**src/sv/khc_pkg.sv**
```systemverilog
// Shared types and constants of the Hamming k-medoids clustering core.
`timescale 1ns / 1ps
package khc_pkg;

    localparam int DIST_W = 9;
    localparam int LOSS_W = 23;

    localparam logic [LOSS_W-1:0] LOSS_MAX = 23'h7FFFFF;

    localparam logic [2:0] REG_HAP_COUNT     = 3'd0;
    localparam logic [2:0] REG_WORDS_PER_HAP = 3'd1;
    localparam logic [2:0] REG_SITE_COUNT    = 3'd2;
    localparam logic [2:0] REG_MEDOID_COUNT  = 3'd3;
    localparam logic [2:0] REG_SWAP_POLICY   = 3'd4;
    localparam logic [2:0] REG_STOP_DELTA    = 3'd5;

    typedef enum logic [1:0] {
        CMD_LOAD       = 2'd0,
        CMD_SET_MEDOID = 2'd1,
        CMD_RUN        = 2'd2,
        CMD_QUERY      = 2'd3
    } cmd_t;

    typedef struct packed {
        cmd_t        command;
        logic [5:0]  hap_index;
        logic [1:0]  word_index;
        logic [63:0] word_data;
        logic [3:0]  slot_index;
    } item_t;

    typedef struct packed {
        logic [3:0]        slot_out;
        logic [5:0]        hap_out;
        logic [DIST_W-1:0] distance;
        logic [LOSS_W-1:0] total_loss;
        logic              last;
    } result_t;

    typedef struct packed {
        logic store_wr;
        logic med_wr;
        logic h_clr;
        logic h_inc;
        logic h_load;
        logic k_clr;
        logic k_inc;
        logic c_clr;
        logic c_inc;
        logic dist_start;
        logic dist_add;
        logic b_ld_medk;
        logic b_ld_asg;
        logic ov;
        logic cmp_upd;
        logic asg_wr;
        logic asg_sel_c;
        logic sum_clr;
        logic sum_add;
        logic loss_commit;
        logic last_ld;
        logic orig_ld;
        logic swap_try;
        logic emit_run;
        logic emit_query;
    } ctl_t;

    typedef struct packed {
        logic nh_zero;
        logic nm_zero;
        logic nwords_zero;
        logic h_last;
        logic k_last;
        logic c_last;
        logic w_last;
        logic skip_cand;
        logic cont_pass;
        logic out_free;
    } sts_t;

endpackage

```
**src/sv/khc_ctrl.sv**
```systemverilog
// Controller: sequences assignment, loss evaluation, swap passes and result words.
`timescale 1ns / 1ps
module khc_ctrl import khc_pkg::*; (
    input  logic clk,
    input  logic rst_n,
    input  logic item_valid,
    input  cmd_t command,
    input  sts_t sts,
    output ctl_t ctl,
    output logic item_stall
);

    typedef enum logic [4:0] {
        S_IDLE,
        S_A_K,
        S_D_RD,
        S_D_ACC,
        S_A_CMP,
        S_A_WR,
        S_L_START,
        S_LS_RD,
        S_LS_B,
        S_LS_ADD,
        S_INIT,
        S_P_START,
        S_K_START,
        S_C_CHK,
        S_C_CHK2,
        S_S_DEC,
        S_C_NEXT,
        S_K_NEXT,
        S_P_END,
        S_EMIT,
        S_Q_RD,
        S_Q_EMIT
    } state_t;

    state_t state_reg, state_next;
    state_t ret_reg, ret_next;
    logic   ov_reg, ov_next;
    logic   stall_reg;

    always_ff @(posedge clk or negedge rst_n)
    begin
        if (!rst_n)
        begin
            state_reg <= S_IDLE;
            ret_reg   <= S_IDLE;
            ov_reg    <= 1'b0;
            stall_reg <= 1'b0;
        end
        else
        begin
            state_reg <= state_next;
            ret_reg   <= ret_next;
            ov_reg    <= ov_next;
            stall_reg <= state_next != S_IDLE;
        end
    end

    always_comb
    begin
        state_next = state_reg;
        ret_next   = ret_reg;
        ov_next    = ov_reg;
        ctl        = '0;
        unique case (state_reg)
            S_IDLE:
            begin
                if (item_valid)
                begin
                    unique case (command)
                        CMD_LOAD:       ctl.store_wr = 1'b1;
                        CMD_SET_MEDOID: ctl.med_wr   = 1'b1;
                        CMD_RUN:
                        begin
                            if (!sts.nm_zero)
                            begin
                                ctl.h_clr  = 1'b1;
                                ctl.k_clr  = 1'b1;
                                state_next = sts.nh_zero ? S_L_START : S_A_K;
                            end
                        end
                        CMD_QUERY:
                        begin
                            ctl.h_load = 1'b1;
                            state_next = S_Q_RD;
                        end
                    endcase
                end
            end
            S_A_K:
            begin
                ctl.b_ld_medk  = 1'b1;
                ctl.dist_start = 1'b1;
                ret_next       = S_A_CMP;
                state_next     = S_D_RD;
            end
            S_D_RD:
            begin
                state_next = sts.nwords_zero ? ret_reg : S_D_ACC;
            end
            S_D_ACC:
            begin
                ctl.dist_add = 1'b1;
                state_next   = sts.w_last ? ret_reg : S_D_RD;
            end
            S_A_CMP:
            begin
                ctl.cmp_upd = 1'b1;
                if (sts.k_last)
                begin
                    state_next = S_A_WR;
                end
                else
                begin
                    ctl.k_inc  = 1'b1;
                    state_next = S_A_K;
                end
            end
            S_A_WR:
            begin
                ctl.asg_wr = 1'b1;
                ctl.k_clr  = 1'b1;
                if (sts.h_last)
                begin
                    state_next = S_L_START;
                end
                else
                begin
                    ctl.h_inc  = 1'b1;
                    state_next = S_A_K;
                end
            end
            S_L_START:
            begin
                ctl.h_clr   = 1'b1;
                ctl.sum_clr = 1'b1;
                ov_next     = 1'b0;
                state_next  = sts.nh_zero ? S_INIT : S_LS_RD;
            end
            S_LS_RD:
            begin
                state_next = S_LS_B;
            end
            S_LS_B:
            begin
                ctl.b_ld_asg   = 1'b1;
                ctl.ov         = ov_reg;
                ctl.dist_start = 1'b1;
                ret_next       = S_LS_ADD;
                state_next     = S_D_RD;
            end
            S_LS_ADD:
            begin
                ctl.sum_add = 1'b1;
                if (sts.h_last)
                begin
                    state_next = ov_reg ? S_S_DEC : S_INIT;
                end
                else
                begin
                    ctl.h_inc  = 1'b1;
                    state_next = S_LS_RD;
                end
            end
            S_INIT:
            begin
                ctl.loss_commit = 1'b1;
                state_next      = S_P_START;
            end
            S_P_START:
            begin
                ctl.last_ld = 1'b1;
                ctl.k_clr   = 1'b1;
                state_next  = S_K_START;
            end
            S_K_START:
            begin
                ctl.orig_ld = 1'b1;
                ctl.c_clr   = 1'b1;
                state_next  = sts.nh_zero ? S_K_NEXT : S_C_CHK;
            end
            S_C_CHK:
            begin
                ctl.asg_sel_c = 1'b1;
                state_next    = S_C_CHK2;
            end
            S_C_CHK2:
            begin
                if (sts.skip_cand)
                begin
                    state_next = S_C_NEXT;
                end
                else
                begin
                    ctl.h_clr   = 1'b1;
                    ctl.sum_clr = 1'b1;
                    ov_next     = 1'b1;
                    state_next  = S_LS_RD;
                end
            end
            S_S_DEC:
            begin
                ctl.swap_try = 1'b1;
                state_next   = S_C_NEXT;
            end
            S_C_NEXT:
            begin
                if (sts.c_last)
                begin
                    state_next = S_K_NEXT;
                end
                else
                begin
                    ctl.c_inc  = 1'b1;
                    state_next = S_C_CHK;
                end
            end
            S_K_NEXT:
            begin
                if (sts.k_last)
                begin
                    state_next = S_P_END;
                end
                else
                begin
                    ctl.k_inc  = 1'b1;
                    state_next = S_K_START;
                end
            end
            S_P_END:
            begin
                if (sts.cont_pass)
                begin
                    state_next = S_P_START;
                end
                else
                begin
                    ctl.k_clr  = 1'b1;
                    state_next = S_EMIT;
                end
            end
            S_EMIT:
            begin
                if (sts.out_free)
                begin
                    ctl.emit_run = 1'b1;
                    if (sts.k_last)
                    begin
                        state_next = S_IDLE;
                    end
                    else
                    begin
                        ctl.k_inc = 1'b1;
                    end
                end
            end
            S_Q_RD:
            begin
                state_next = S_Q_EMIT;
            end
            S_Q_EMIT:
            begin
                if (sts.out_free)
                begin
                    ctl.emit_query = 1'b1;
                    state_next     = S_IDLE;
                end
            end
            default:
            begin
                state_next = S_IDLE;
            end
        endcase
    end

    assign item_stall = stall_reg;

endmodule

```
**config.mk**
```make
export PLATFORM = sky130hd
export DESIGN_NAME = khc_ctrl
export DESIGN_NICKNAME = d
export VERILOG_FILES = /design/src/sv/khc_pkg.sv /design/src/sv/khc_ctrl.sv
export SDC_FILE = /design/constraint.sdc
export NUM_CORES = 1
export LEC_CHECK = 0
export ABC_CLOCK_PERIOD_IN_PS = 3600
export BUFFER_PORTS_ARGS = -buffer_cell sky130_fd_sc_hd__buf_2
export CORE_MARGIN = 5
export CORE_UTILIZATION = 50
export DETAILED_ROUTE_END_ITERATION = 6
export GPL_ROUTABILITY_DRIVEN = 0
export PLACE_DENSITY = 0.91
export SYNTH_ARGS = -nofsm -noshare
export SYNTH_HDL_FRONTEND = slang
export SYNTH_SLANG_ARGS = --single-unit
```
**constraint.sdc**
```tcl
create_clock -name clk -period 3.6 [get_ports clk]
set_clock_uncertainty 0.1 [all_clocks]
set_input_delay 0.18 -clock clk [delete_from_list [all_inputs] [get_ports clk]]
set_output_delay 0.18 -clock clk [all_outputs]
set_load 0.005 [all_outputs]
```
==> flow_summary.ini, run 1 <==
[status]
status = completed

[placement]
place_hpwl_mm = 2.51
io_buffers = 40
place_ws_ns = 1.25
dpl_cell_area_sq_mm = 0.00132

[route]
met2WireLength_mm = 1.41
wl_per_cell_um = 14.8
routed.top_layer = met4
routed_wl_mm = 3.28
met3WireLength_um = 310
vias_per_cell = 6.00
drt_iter0_drc = 57
drtAntennaViolNets = 0
drc = 0
num_vias = 1332
met1Wirelength_mm = 1.47
dr.pass1.iters = 4

[synthesis]
synth_edf_count = 0
yosysSeqAreaShare = 0.194
postSynthCellCount = 163
avgSynthCellArea_sq_um = 7.12
synth_area_leaders = dfrtp_1, nand2_1, nor2b_1
postSynth.asyncResetShare = 1.00
synth_nets = 178
synth_area_leader_cell = dfrtp_1
yosysTopAreaCellShare = 0.194
synth-main-ff-cell = dfrtp_1
netlist_area_sq_mm = 0.00116
ys_ff_latch = 9
yosysWarnings = 0
synth.distinct_cells = 50

[sta]
min_period_ns = 2.41
fin_ws_ns = 1.19
tightest_slew_ns = 0.764
max_slew_margin = 0.491
rsz0062_at_grt = false
final-setup-viol-count = 0
hold_viol = 0
setup_tns_ns = 0
period_share = 0.671
max_freq_mhz = 414
slew_violations = 0

[floorplan]
die_w_um = 58.2
core_sq_mm = 0.00221
chipHeight_um = 58.2
rows = 17
fp.dieArea_sq_mm = 0.00338
io_pins = 41
start_util = 0.524

[grt]
overflow = 0
grt_start_max_net_pins = 29
grt_pass1_wl_mm = 5.44
gr-usage-all-layers = 0.201
grt_pass1_vias = 1178
antenna_found_initial = 0

[worst_setup_path]
cp_data_arrival_time_ns = 2.41
end_kind = register
cp-start-kind = register
path_buf_inv = 0
path_cells = or2_1 -> o22a_1 -> o211ai_1 -> a2111oi_1 -> nand4_1
crit_fanout = 23
path_class = reg -> reg
crit_path_max_incr_delay_ns = 0.79
cp.required_ns = 3.60
slowest_stage = dfrtp_1
critPathTopFamily = compound AO/OA/AOI/OAI gates

[cells_and_area]
final_cell_mix = buf_2, nand2_1, nor2_1
largest_reg_flops = 5
area_growth_pct = 16.5
final_common_cell = buf_2
fin_util = 0.611
fin_nets = 210
drive_above_1_share = 0.242
antenna_cells = 0
finalInstanceArea_sq_mm = 0.00135

[cts]
cts-root-buf = clkbuf_4
cts_resized = 0
clk_path_buf_depth = 2
cts_buffers = 3
htreeDepth = 1
clk_latency_ns = 0.25
cts_tree = yes
path_clk_slew_ns = 0.06
clock_sinks = 9

[power]
peakVddDrop_mv = 0.466
p_leak_nw = 0.656
total_power_mw = 0.896
power.density_mw_per_mm2 = 663

[run]
drv_cap = 0

[hold_path]
hold_path.class = in -> reg
-- metal layers --
| metal | up-vias | global-route usage |
|---|---|---|
| met3 | 10 | 0.0245 |
| met2 | 70 | 0.281 |
| met1 | 597 | 0.297 |
| met4 | 0 | 0.106 |
| met5 | - | 0 |
| li1 | 655 | - |
-- layout make-up --
| class | instances | area, sq um |
|---|---|---|
| Clock buffer | 4 | 26.3 |
| Fill cell | 221 | 861 |
| Inverter | 12 | 45.0 |
| Multi-Input combinational cell | 128 | 810 |
| Sequential cell | 9 | 225 |
| Tap cell | 28 | 35.0 |
| Timing Repair Buffer | 41 | 210 |
-- metrics by stage --
step           instances  hold slack, ns
2_1_floorplan        163          -0.216
3_3_place_gp         217         -0.0634
3_5_place_dp         217         -0.0635
4_1_cts              222           0.146
5_1_grt              222           0.179
6_report             222           0.161
-- what timing repair did --
| item | in CTS | in global routing |
|---|---|---|
| buffers inserted | 0 | 0 |
| hold endpoints to repair | 9 | 0 |
| hold buffers | 1 | 0 |
-- tightest hold or removal path: stages --
cell	delay [ns]
buf_2	0.12
a2111oi_1	0.10
nand2_1	0.08
-- Yosys cell counts, types with 2 or more instances --
library cell  number
a211o_1            2
nor3_1             8
buf_4              2
or3b_1             2
nor4b_1            3
nand4_1            3
o21bai_1           2
a211oi_1           3
nor4_1             2
nor4bb_1           3
inv_1             12
and3_1             3
nand2_1           22
o211ai_1           2
dfrtp_1            9
a21oi_1            2
a21o_1             2
nor2b_1            8
nand2b_1           5
nand3b_1           4
nand3_1            7
o21ai_0            4
a2111oi_1          2
nor3b_1            4
o22ai_1            2
buf_2              9
nor2_1            13
-- path summary, 6_finish.rpt --
check	depth (start not counted)	slack, ns	startpoint	to
max	5	1.19	state_reg[3]$_DFF_PN0_	item_stall$_DFF_PN0_
min	3	0.16	sts[6]	state_reg[2]$_DFF_PN0_
max reg2reg	5	1.19	state_reg[3]$_DFF_PN0_	item_stall$_DFF_PN0_
min reg2reg	2	0.43	ret_reg[2]$_DFFE_PN0P_	ret_reg[2]$_DFFE_PN0P_
max in group asynchronous	2	3.04	rst_n	item_stall$_DFF_PN0_
min in group asynchronous	2	0.19	rst_n	state_reg[3]$_DFF_PN0_
-- where the power goes --
| part | total [mW] | leakage, nW | switching (mW) | internal (mW) |
|---|---|---|---|---|
| clock | 0.0744 | 0.0150 | 0.0319 | 0.0425 |
| sequential | 0.286 | 0.112 | 0.142 | 0.143 |
| combinational | 0.536 | 0.530 | 0.293 | 0.243 |
| total | 0.896 | 0.656 | 0.467 | 0.429 |
-- kinds of logic (layout without fill, tap and decap cells) --
logic type	Yosys count	count (layout)	synth area share
xor gates and xnor gates	1	1	0.00755
muxes	1	1	0.00863
and+or+nand+nor	92	92	0.440
buffers and inverters	26	57	0.108
AOI/OAI and AO/OA	34	34	0.242
DFF	9	9	0.194
Note: power is estimated with default switching activity, not from simulation.
==> run 2, diff against run 1 <==
Settings changed: ABC_AREA set to 1, ABC_CLOCK_PERIOD_IN_PS 3600 to 2100, CORE_UTILIZATION 50 to 44, PLACE_DENSITY 0.91 to 0.86.
Clock period 3.6 ns to 2.1 ns, I/O delays scaled along.
==> run 2 against run 1 <==
Sequential share of layout area about the same. Total power rose by 69%. First-iteration DRC count increased by 89%. Routed wire length up 5.8%. Sequential cell count unchanged. Critical endpoint is now ctl[22]. Synthesized area decreased by 5.0%. Hold slack lost 0.036 ns. Clock-buffer cell count stayed put. Synthesized cell count is 30% higher.
==> flow_summary.ini, run 2 <==
[status]
status = completed

[placement]
dp_cells = 279
io_buffers = 40
place_hpwl_mm = 2.93
place_ws_ns = 0.309

[sta]
period_share = 0.934
final-setup-viol-count = 0
hold_viol = 0
slew_violations = 0
max_freq_mhz = 510
min_period_ns = 1.96
fin_ws_ns = 0.139
max_slew_margin = 0.760
tightest_slew_ns = 0.359
setup_tns_ns = 0
rsz0062_at_grt = false

[cells_and_area]
area_growth_pct = 22.8
largest_reg_flops = 5
final_cell_mix = nand2_1, nor2_1, buf_2
final_common_cell = nand2_1
fin_nets = 270
layout.cells.non_filler = 284
antenna_cells = 0
fin_util = 0.557
drive_above_1_share = 0.209

[power]
peakVddDrop_mv = 0.694
power.density_mw_per_mm2 = 1120
p_leak_nw = 0.963
total_power_mw = 1.52

[worst_setup_path]
r2r_cells = 9
end_kind = output port
reg2reg_to = item_stall$_DFF_PN0_
path_class = reg -> out
crit_path_max_incr_delay_ns = 0.48
crit_fanout = 7
endpoint = ctl[22]
path_cells = inv_1 -> nand2_1 -> nor2_2 -> nand3b_2 -> o21ai_0 -> inv_1 -> nand2_1 -> buf_2
regToRegSetupSlack_ns = 0.27
cp-start-kind = register
crit_path_start = state_reg[0]$_DFF_PN0_
cp.required_ns = 1.89
r2r_start = state_reg[4]$_DFF_PN0_
slowest_stage = dfrtp_1
cp_data_arrival_time_ns = 1.76

[cts]
htreeDepth = 1
cts_resized = 0
cts-root-buf = clkbuf_4
clk_path_buf_depth = 2
clk_latency_ns = 0.25
path_clk_slew_ns = 0.06
clock_sinks = 9
cts_tree = yes
cts_buffers = 3

[synthesis]
synth_nets = 227
netlist_area_sq_mm = 0.00110
synth_area_leader_cell = nand2_1
synth_common_cells = nand2_1, nor2_1, inv_1
yosysTopAreaCellShare = 0.218
synth_edf_count = 0
ys_ff_latch = 9
yosysWarnings = 0
synth-main-ff-cell = dfrtp_1
yosysMostFrequentCell = nand2_1
synth_area_leaders = nand2_1, dfrtp_1, nor2_1
avgSynthCellArea_sq_um = 5.20
synth.distinct_cells = 17
yosysSeqAreaShare = 0.204
postSynthCellCount = 212
postSynth.asyncResetShare = 1.00

[grt]
grt_start_max_net_pins = 11
antenna_found_initial = 0
overflow = 0
gr-usage-all-layers = 0.201
grt_pass1_vias = 1330
grt_pass1_wl_mm = 5.61

[floorplan]
start_util = 0.453
rows = 18
chipHeight_um = 60.1
fp.dieArea_sq_mm = 0.00361
die_w_um = 60.1
io_pins = 41
core_sq_mm = 0.00243

[route]
drc = 0
drtAntennaViolNets = 0
routed_wl_mm = 3.48
vias_per_cell = 5.12
wl_per_cell_um = 12.2
drt_iter0_drc = 108
num_vias = 1455
dr.pass1.iters = 5

[hold_path]
hold_path.class = in -> async

[run]
drv_cap = 0
-- run 2: changes by cell type after synthesis, moves of 8 or more --
cell,change
nor2_1,+32
buf_2,-9
nand2_1,+42
nand3_1,+19
inv_1,+25
nor3_1,-8
nor2b_1,-8
-- run 2: cell families (layout without fill, tap and decap cells) --
logic type / after synthesis / after routing / synth area share
compound gates: 8 / 8 / 0.0386
buf+inv: 43 / 85 / 0.160
flops: 9 / 9 / 0.204
simple gates: 152 / 152 / 0.597
-- run 2: worst min path at each step --
stage	endpoint	cells after the start	startpoint	slack, ns
after floorplan	item_stall$_DFF_PN0_	0	rst_n	-0.29
after global placement	item_stall$_DFF_PN0_	1	rst_n	-0.13
after detailed placement	item_stall$_DFF_PN0_	1	rst_n	-0.13
after CTS	state_reg[2]$_DFF_PN0_	2	rst_n	0.12
after global routing	state_reg[2]$_DFF_PN0_	2	rst_n	0.14
final	state_reg[2]$_DFF_PN0_	2	rst_n	0.12
-- run 2: metrics by stage --
| step | area, sq um | hold slack, ns |
|---|---|---|
| after floorplan | 1100 | -0.291 |
| after global placement | 1320 | -0.134 |
| after detailed placement | 1320 | -0.133 |
| after CTS | 1350 | 0.120 |
| after global routing | 1350 | 0.144 |
| final | 1350 | 0.125 |
-- run 2: per-layer routing --
| layer | GRT usage | vias to the layer above | share of wire |
|---|---|---|---|
| met1 | 0.267 | 635 | 0.41 |
| met3 | 0.0238 | 4 | 0.12 |
| met2 | 0.332 | 79 | 0.47 |
| met5 | 0 | - | 0 |
| li1 | - | 737 | - |
| met4 | 0.0696 | 0 | 0.0055 |
-- run 2: timing repair --
| action | 4_1_cts | 5_1_grt |
|---|---|---|
| hold buffers | 1 | 0 |
| setup buffers | 0 | 0 |
| endpoints found under the hold margin | 9 | 0 |
-- run 2: area by class of cell --
cell class	instances	area, sq um
clock buffer	4	26.3
fill	268	1080
inverter	39	146
multi-input combinational	160	701
sequential	9	225
tap	30	37.5
timing repair buffer	42	218
-- run 2: critical path: cells and delay by family (launching register included) --
family	cells	cell delay, ns
AO/OA/AOI/OAI	1	0.15
buffers and inverters	3	0.29
flip-flops	1	0.48
AND/OR/NAND/NOR	4	0.58
-- run 2: power by group --
| part | internal [mW] | switching, mW |
|---|---|---|
| Sequential | 0.254 | 0.109 |
| Clock | 0.0732 | 0.0598 |
| Combinational | 0.331 | 0.689 |
==> run 3, diff against run 2 <==
Settings changed: CORE_MARGIN 5 to 2.
==> run 3 against run 2 <==
Largest cell class unchanged. The flow now finishes with violations (DRC). Design area unchanged. Clock-buffer cell count did not move. Via count shrank 0.41%. First-iteration DRC count decreased by 11%. Setup slack better by 0.032 ns. Routed wire length decreased by 6.6%. Global-route usage is 4.1 points higher. Non-clock buffer count stayed put. Die area is 19% lower.
==> flow_summary.ini, run 3 (synthesis results as in run 2) <==
[cts]
cts_buffers = 3
clk_latency_ns = 0.26
clock_sinks = 9
post_cts_buffers = 0
htreeDepth = 1
cts_tree = yes
hold_buffers = 1
clk_path_buf_depth = 2
cts_resized = 0
path_clk_slew_ns = 0.06
cts-root-buf = clkbuf_4

[grt]
grt_start_max_net_pins = 11
grt_pass1_wl_mm = 5.10
gr-usage-all-layers = 0.241
antenna_found_initial = 0
overflow = 0
grt_pass1_vias = 1215

[floorplan]
io_pins = 41
fp.dieArea_sq_mm = 0.00292
core_sq_mm = 0.00243
die_w_um = 54.1
rows = 18
chipHeight_um = 54.1
start_util = 0.453

[sta]
hold_ws_ns = 0.124
min_period_ns = 1.93
slew_violations = 0
period_share = 0.919
hold_viol = 0
max_freq_mhz = 518
final-setup-viol-count = 0
rsz0062_at_grt = false
max_slew_margin = 0.733
setup_tns_ns = 0
fin_ws_ns = 0.170
tightest_slew_ns = 0.399

[power]
p_switching_mw = 0.845
pwr-share-seq = 0.239
clkPwrFrac = 0.087
pwr-share-comb = 0.675
p_int_mw = 0.659
peakVddDrop_mv = 0.730
p_sw_frac = 0.562
power.density_mw_per_mm2 = 1110
p_leak_nw = 0.963
total_power_mw = 1.50

[worst_setup_path]
end_kind = output port
cp.required_ns = 1.89
path_class = reg -> out
cp_data_arrival_time_ns = 1.72
crit_fanout = 5
r2r_cells = 9
cp-start-kind = register

[placement]
dpl_cell_area_sq_mm = 0.00132
io_buffers = 40
place_hpwl_mm = 2.71
dp_cells = 279
place_ws_ns = 0.303

[status]
violations = DRC
status = finished, violations left

[cells_and_area]
fin_util = 0.557
finalInstanceArea_sq_mm = 0.00135
final_common_cell = nand2_1
final_cell_mix = nand2_1, nor2_1, buf_2
drive_above_1_share = 0.209
area_growth_pct = 22.8
fin_nets = 270
largest_reg_flops = 5
antenna_cells = 0
layout.cells.non_filler = 284

[route]
drt_iter0_drc = 96
num_vias = 1449
drtAntennaViolNets = 0
routed_wl_mm = 3.25
vias_per_cell = 5.10
dr.pass1.iters = 7
wl_per_cell_um = 11.4
drc = 1

[hold_path]
hold_path.class = in -> async

[run]
drv_cap = 0
run 3: routing by layer:
metal | up-vias | global-route usage | part of all wire
met1 | 608 | 0.333 | 0.42
met2 | 97 | 0.388 | 0.45
met3 | 7 | 0.0139 | 0.12
met5 | - | 0 | 0
li1 | 737 | - | -
met4 | 0 | 0.104 | 0.014
run 3: final timing paths:
| path | startpoint | endpoint | slack, ns |
|---|---|---|---|
| max | state_reg[3]$_DFF_PN0_ | ctl[18] | 0.17 |
| min | rst_n | state_reg[1]$_DFF_PN0_ | 0.12 |
| max reg2reg | state_reg[4]$_DFF_PN0_ | item_stall$_DFF_PN0_ | 0.28 |
| min reg2reg | ret_reg[2]$_DFFE_PN0P_ | ret_reg[2]$_DFFE_PN0P_ | 0.43 |
| max in group asynchronous | rst_n | state_reg[3]$_DFF_PN0_ | 1.60 |
| min in group clk | sts[1] | state_reg[3]$_DFF_PN0_ | 0.13 |
run 3: power groups by stage:
stage                     logic (mW)  registers, mW  clock network [mW]
after detailed placement       0.990          0.358                   0
final                           1.01          0.359               0.131
after global routing            1.13          0.369               0.142
after global placement         0.990          0.357                   0
after floorplan                0.739          0.316                   0
after CTS                       1.00          0.355               0.139
run 3: layout make-up:
type | instances | area (sq um)
multi-input combinational | 160 | 701
clock buffer | 4 | 26.3
tap | 30 | 37.5
sequential | 9 | 225
inverter | 39 | 146
timing repair buffer | 42 | 218
fill | 268 | 1080
run 3: worst max-delay path, cell delays in order (launching register included):
cell	delay, ns
dfrtp_1	0.41
nor2_1	0.35
nand2_1	0.19
nor2_1	0.22
nor2_1	0.07
a21oi_1	0.11
buf_2	0.12
